[src/rtl/direct_mapped_slot_stats_table_core_defines.svh]
// Assertion macros shared by the slot statistics table modules.
`ifndef DIRECT_MAPPED_SLOT_STATS_TABLE_CORE_DEFINES_SVH
`define DIRECT_MAPPED_SLOT_STATS_TABLE_CORE_DEFINES_SVH

// Clocked check, off while reset is high.
`define DMST_ASSERT(label, prop, msg) \
   label: assert property (@(posedge clock) disable iff (reset) prop) else $error(msg);

// Clocked check that also holds during reset.
`define DMST_ASSERT_ALWAYS(label, prop, msg) \
   label: assert property (@(posedge clock) prop) else $error(msg);

`endif

[src/rtl/dmst_pkg.sv]
// Types and constants of the slot statistics table.
package dmst_pkg;

   localparam int TAG_W  = 64;
   localparam int TIME_W = 64;
   localparam int CNT_W  = 32;

   // Item kinds on the request channel
   localparam logic [1:0] KIND_START = 2'd0;
   localparam logic [1:0] KIND_SHRED = 2'd1;
   localparam logic [1:0] KIND_QUERY = 2'd2;

   // Data shred origins
   localparam logic [1:0] SRC_REPAIR    = 2'd0;
   localparam logic [1:0] SRC_TURBINE   = 2'd1;
   localparam logic [1:0] SRC_RECOVERED = 2'd2;

   // Operation of a queued item
   localparam logic OP_CLAIM = 1'b0;
   localparam logic OP_QUERY = 1'b1;

   // Counter to bump after a claim
   localparam logic [2:0] BUMP_NONE      = 3'd0;
   localparam logic [2:0] BUMP_TURBINE   = 3'd1;
   localparam logic [2:0] BUMP_REPAIR    = 3'd2;
   localparam logic [2:0] BUMP_RECOVERED = 3'd3;
   localparam logic [2:0] BUMP_CODING    = 3'd4;

   typedef struct packed {
      logic              op;
      logic [2:0]        bump;
      logic [TAG_W-1:0]  tag;
      logic [TIME_W-1:0] ts;
   } dmst_item_type;

   typedef struct packed {
      logic [TAG_W-1:0]  tag;
      logic [TIME_W-1:0] first_time;
      logic [CNT_W-1:0]  turbine;
      logic [CNT_W-1:0]  repair;
      logic [CNT_W-1:0]  recovered;
      logic [CNT_W-1:0]  coding;
   } dmst_entry_type;

   localparam dmst_entry_type ENTRY_RESET = '{
      tag:        {TAG_W{1'b1}},
      first_time: '0,
      turbine:    '0,
      repair:     '0,
      recovered:  '0,
      coding:     '0
   };

   // Translate a request into a queued operation.
   function automatic dmst_item_type classify(input logic [1:0] kind,
                                              input logic [TAG_W-1:0] slot,
                                              input logic is_data,
                                              input logic [1:0] source,
                                              input logic [TIME_W-1:0] ts);
      dmst_item_type item;
      item.tag  = slot;
      item.ts   = ts;
      item.op   = (kind == KIND_QUERY) ? OP_QUERY : OP_CLAIM;
      item.bump = BUMP_NONE;
      if (kind == KIND_SHRED) begin
         if (!is_data) begin
            item.bump = BUMP_CODING;
         end else begin
            case (source)
               SRC_REPAIR:    item.bump = BUMP_REPAIR;
               SRC_TURBINE:   item.bump = BUMP_TURBINE;
               SRC_RECOVERED: item.bump = BUMP_RECOVERED;
               default:       item.bump = BUMP_NONE;
            endcase
         end
      end
      return item;
   endfunction

endpackage

[src/rtl/dmst_queue.sv]
// Two-entry queue between the front end and the table back end.
`include "direct_mapped_slot_stats_table_core_defines.svh"
module dmst_queue
   import dmst_pkg::*;
#(
   parameter int unsigned IDX_W = 10
) (
   input  logic                clock,
   input  logic                reset,
   input  logic                push_valid,
   output logic                push_ready,
   input  dmst_item_type       push_item,
   input  logic [IDX_W-1:0]    push_idx,
   output logic                pop_valid,
   input  logic                pop_ready,
   output dmst_item_type       pop_item,
   output logic [IDX_W-1:0]    pop_idx
);

   dmst_item_type    item_ff [2];
   logic [IDX_W-1:0] idx_ff [2];
   logic             wr_ptr_ff, rd_ptr_ff;
   logic [1:0]       count_ff, count_in;
   logic             push_fire, pop_fire;

   assign push_ready = (count_ff != 2'd2);
   assign pop_valid  = (count_ff != 2'd0);
   assign push_fire  = push_valid && push_ready;
   assign pop_fire   = pop_valid && pop_ready;
   assign pop_item   = item_ff[rd_ptr_ff];
   assign pop_idx    = idx_ff[rd_ptr_ff];

   always_comb begin
      count_in = count_ff;
      if (push_fire && !pop_fire) begin
         count_in = count_ff + 2'd1;
      end else if (pop_fire && !push_fire) begin
         count_in = count_ff - 2'd1;
      end
   end

   always_ff @(posedge clock) begin
      if (reset) begin
         wr_ptr_ff <= 1'b0;
         rd_ptr_ff <= 1'b0;
         count_ff  <= '0;
      end else begin
         count_ff <= count_in;
         if (push_fire) begin
            wr_ptr_ff <= !wr_ptr_ff;
         end
         if (pop_fire) begin
            rd_ptr_ff <= !rd_ptr_ff;
         end
      end
      if (push_fire) begin
         item_ff[wr_ptr_ff] <= push_item;
         idx_ff[wr_ptr_ff]  <= push_idx;
      end
   end

   `DMST_ASSERT(a_count_grows, (push_fire && !pop_fire) |=> (count_ff == $past(count_ff) + 2'd1),
      "queue occupancy did not follow a push")

endmodule

[config.mk]
export PLATFORM = sky130hd
export DESIGN_NAME = dmst_queue
export DESIGN_NICKNAME = d
export VERILOG_FILES = /design/src/rtl/dmst_pkg.sv /design/src/rtl/dmst_queue.sv
export VERILOG_INCLUDE_DIRS = /design/src /design/src/rtl
export SDC_FILE = /design/constraint.sdc
export NUM_CORES = 1
export LEC_CHECK = 0
export BUFFER_PORTS_ARGS = -buffer_cell sky130_fd_sc_hd__buf_2
export CELL_PAD_IN_SITES_DETAIL_PLACEMENT = 0
export CELL_PAD_IN_SITES_GLOBAL_PLACEMENT = 2
export CORE_ASPECT_RATIO = 0.5
export CORE_MARGIN = 4
export CORE_UTILIZATION = 35
export CTS_BUF_LIST = sky130_fd_sc_hd__clkbuf_8
export CTS_CLUSTER_DIAMETER = 150
export DETAILED_ROUTE_END_ITERATION = 12
export PLACE_DENSITY = 0.84
export SETUP_SLACK_MARGIN = 0.05
export SYNTH_ARGS = -nofsm -noshare
export SYNTH_HDL_FRONTEND = slang
export SYNTH_SLANG_ARGS = --single-unit
export TNS_END_PERCENT = 5
[constraint.sdc]
create_clock -name clock -period 5.5 [get_ports clock]
set_input_delay 1.1 -clock clock [delete_from_list [all_inputs] [get_ports clock]]
set_output_delay 1.1 -clock clock [all_outputs]
set_load 0.1 [all_outputs]
# Word level (Yosys, flattened, before mapping)
# Memory sizes are Yosys's and may differ from the RTL's. A register that Yosys moved wholly into a read port is not among the register bits.
# Index checks and enable logic that the tools add are counted.
# Widths: inputs -> output; s select.
[op_classes]
addsub = 2
eq_ne = 1
mux = 8
n_reduce_logical = 10
[ops]
columns = ["cell", "n"]
rows = [
  ["$mux 1", 6],
  ["$logic_and 1x1->1", 4],
  ["$logic_not 1->1", 4],
  ["$mux 2", 2],
  ["$reduce_bool 2->1", 2],
  ["$add 2x1->2 const B", 1],
  ["$ne 2x2->1 const B", 1],
  ["$sub 2x1->2 const B", 1],
]
[word_totals]
ff_bits = 4
ramBits = 284
inputBits = 146
out_inout_bits = 144
wordCells = 26
mem_count = 2
[mem_list]
columns = ["memory", "words", "word_bits", "rd", "rd_ports_with_merged_regs", "write_ports", "line", "text"]
rows = [
  ["item_ff", 2, 132, 1, 1, 1, "dmst_queue.sv:20", "dmst_item_type item_ff [2];"],
  ["idx_ff", 2, 10, 1, 1, 1, "dmst_queue.sv:21", "logic [IDX_W-1:0] idx_ff [2];"],
]

# Logic depth before layout (Yosys ltp)
[logic_depth]
word_depth = 6
depth_mapped = 6
depth_no_buf = 6

# Least setup slack after synthesis
# OpenSTA, ideal clock, no wires.
[synth_timing]
kind = "register to register"
start = "register count_ff[0]"
end = "memory idx_ff[1][0], enable pin"
setup_ns = 0.519
t_arrival_ns = 4.680
t_required_ns = 4.981
path_slack_ns = 0.301
stages_incl_launch_ff = 3
n_path_buf = 0
synth_period_minus_slack_ns = 5.199
cell_sequence = "dfxtp_1 > nand2b_1 > and3_1"
[synth_between]
elab_chain_len = 4
[synth_rtl]
columns = ["item", "line", "text"]
rows = [
  ["start, declared", "dmst_queue.sv:23", "logic [1:0] count_ff, count_in;"],
  ["start signal, assigned", "dmst_queue.sv:48", "count_ff <= count_in;"],
  ["$ne 2x2->1", "dmst_queue.sv:26", "assign push_ready = (count_ff != 2'd2);"],
  ["net push_ready", "dmst_queue.sv:11", "output logic push_ready,"],
  ["$logic_and 1x1->1", "dmst_queue.sv:28", "assign push_fire = push_valid && push_ready;"],
  ["$mux 1", "dmst_queue.sv:56", "if (push_fire) begin"],
  ["$mux 1 (implied by the code)", "dmst_queue.sv:58", "idx_ff[wr_ptr_ff] <= push_idx;"],
  ["end, declared", "dmst_queue.sv:21", ""],
]
# The timed path passes the listed nets, and every way through them passes these cells.

==> reports/qor.yml <==
gp_congestion: 0.7735
grt_overflow_total: 0
ios: 290
routed_wl_um: 25090
cts.reportedPaths.clkPinSlew_ps: 60
netlist_instances: 466
grt_max_degree: 90
hp-class: "register to register"
area_growth_pct: 24.76
ctsLongestPathBuffers: 3
ys_warn_count: 0
async_flop_share: 0
drt_pass1_iterations: 4
worst_path_largest_cell_delay_ps: 910
synth_edf_count: 284
cts_tree: "yes"
fp.dieW_um: 256.3
cp.required_ps: 4400
outcome: "completed"
cap_violations: 0
synth_compound_area_frac: 0.002782
synth_nets: 613
nFillCells: 2677
drtAntennaViolNets: 0
nets: 938
h-tree-depth: 2
grt_pass1_vias: 6017
critPathArrivalTime_ps: 2780
synth-seq-cells: 289
synth_flop_cell: "edfxtp_1"
maxSlewViolCount: 0
post-cts-setup-buffer-count: 0
min_period_over_period: 0.7051
core_area_mm2: 0.03035
num_vias: 5502
seq_area_frac_synth: 0.7994
synth_top_area_cell: "edfxtp_1"
synth-xor-area-share: 0.002435
cts_hold_buf: 0
layout-drive-gt1-share: 0.5985
synth_top_family_by_area: "multiplexers"
cpMaxStageDelayCell: "dfxtp_4"
setup.worst_path.class: "register to output pin"
grt_pass1_wl_um: 36480
cts-resized-gates: 0
root_buffer: "clkbuf_8"
yosys.area_share.simple: 0.004637
track_usage: 0.1414
synth_common_cells: "edfxtp_1, mux2_4, mux2_2"
yosysMostFrequentCell: "edfxtp_1"
end_kind: "output pin"
synth_fa_ha_area_frac: 0.001159
rsz0062_at_grt: "no"
critPathTopFamily: "flip-flops"
critPathLaunchType: "register"
cts_buffers: 44
ys_types: 19
syn_area_per_cell_um2: 23.16
die_y_um: 132.2
max_slew_margin: 0.3764
crit_buf_inv: 2
fmax_ghz: 0.2579
vias_per_cell: 4.484
syn-cell-area_mm2: 0.01079
finalSetupTns_ps: 0
dpl.hpwl_um: 17060
drt_iter0_drc: 317
yosys.area.top_type_share: 0.7902
cts.sinks: 289
worstMarginPinSlew_ps: 935.4
hold_viol_final: 0
rows: 45
drc: 0
period_minus_slack_ps: 3878
start_util: 0.3556
worstSkewPairLatency_ps: 540
grt_antenna_before_repair: 8
crit_fanout: 55
muxShareOfSynthArea: 0.1760
setup_viol_count_final: 0
worst_clock_skew_ps: 21.24
wl_per_cell_um: 20.45
die_area_mm2: 0.03388
portBuffers: 289
synth.area.top_cells: "edfxtp_1, mux2_4, mux2_2"
cp_cell_sequence: "buf_4 > mux2_2 > buf_2"
==> through the flow <==
stage	util	instance area (µm²)	instances	hold WS [ps]	setup WS (ps)
finish	0.4437	13470	1227	506.1	1622
global route	0.4437	13470	1227	531.0	1476
CTS	0.4432	13450	1221	504.4	1555
detailed placement	0.4178	12680	1144	487.5	2161
global placement	0.4178	12680	1144	486.8	2191
floorplan	-	10790	466	470.5	301.2
==> worst reg2reg max path, delay by kind of cell, from the launching register on <==
kind	cells	cell delay [ps]
buffers and inverters	2	1300
and+or+nand+nor	2	420
DFF	1	400
==> worst paths after layout <==
kind | endpoint | from | cells past startpoint | slack (ps)
setup / recovery | pop_item[38] | register | 3 | 1620
hold / removal | rd_ptr_ff | rd_ptr_ff | 2 | 510
setup reg to reg | item_ff[0][40] | count_ff[0] | 4 | 3020
hold reg to reg | rd_ptr_ff | rd_ptr_ff | 2 | 510
==> flip-flops by register name, summed over array words and instances (netlist names), named ones only <==
signal     flops
wr_ptr_ff      1
idx_ff        20
item_ff      264
rd_ptr_ff      1
count_ff       2
==> layout make-up <==
cell class,count,area [µm²],share of cell area
multi-input cells,160,2023,0.1503
well taps,399,499.2,0.03707
repair buffers,295,1516,0.1126
flip-flops and latches,289,8632,0.6411
diodes,6,15.01,0.001115
clock buffers,45,619.3,0.04600
inverters,1,8.758,0.0006504
clock inverters,32,151.4,0.01124
==> metal layers <==
layer | GRT usage | vias to the layer above | wire length, µm
met3 | 0.02802 | 52 | 791
li1 | - | 2512 | -
met5 | 0 | - | 0
met2 | 0.2827 | 97 | 14740
met4 | 0.05111 | 0 | 570
met1 | 0.1461 | 2841 | 8988
==> cells in the final DEF, fill, tap and decap left out, types with 3 or more instances in the layout <==
| cell type | count |
|---|---|
| buf_4 | 4 |
| mux2_4 | 80 |
| nor2_1 | 3 |
| clkbuf_8 | 45 |
| buf_2 | 289 |
| mux2_2 | 62 |
| xor2_1 | 3 |
| dfxtp_1 | 4 |
| diode_2 | 6 |
| clkinv_2 | 4 |
| edfxtp_1 | 284 |
| inv_1 | 14 |
| clkinv_1 | 13 |
==> cells by family (layout without fill, tap and decap cells) <==
logic type,after synthesis,count (layout)
flip-flops,289,289
multiplexers,142,142
buffers and inverters,17,373
AND/OR/NAND/NOR,9,9
AO/OA/AOI/OAI,5,5
XOR/XNOR,3,3
adder cells (fa/ha/maj),1,1
other,0,6
Power is not shown: default switching activity piles up to over one toggle a cycle in this logic, so the estimate is an artifact.
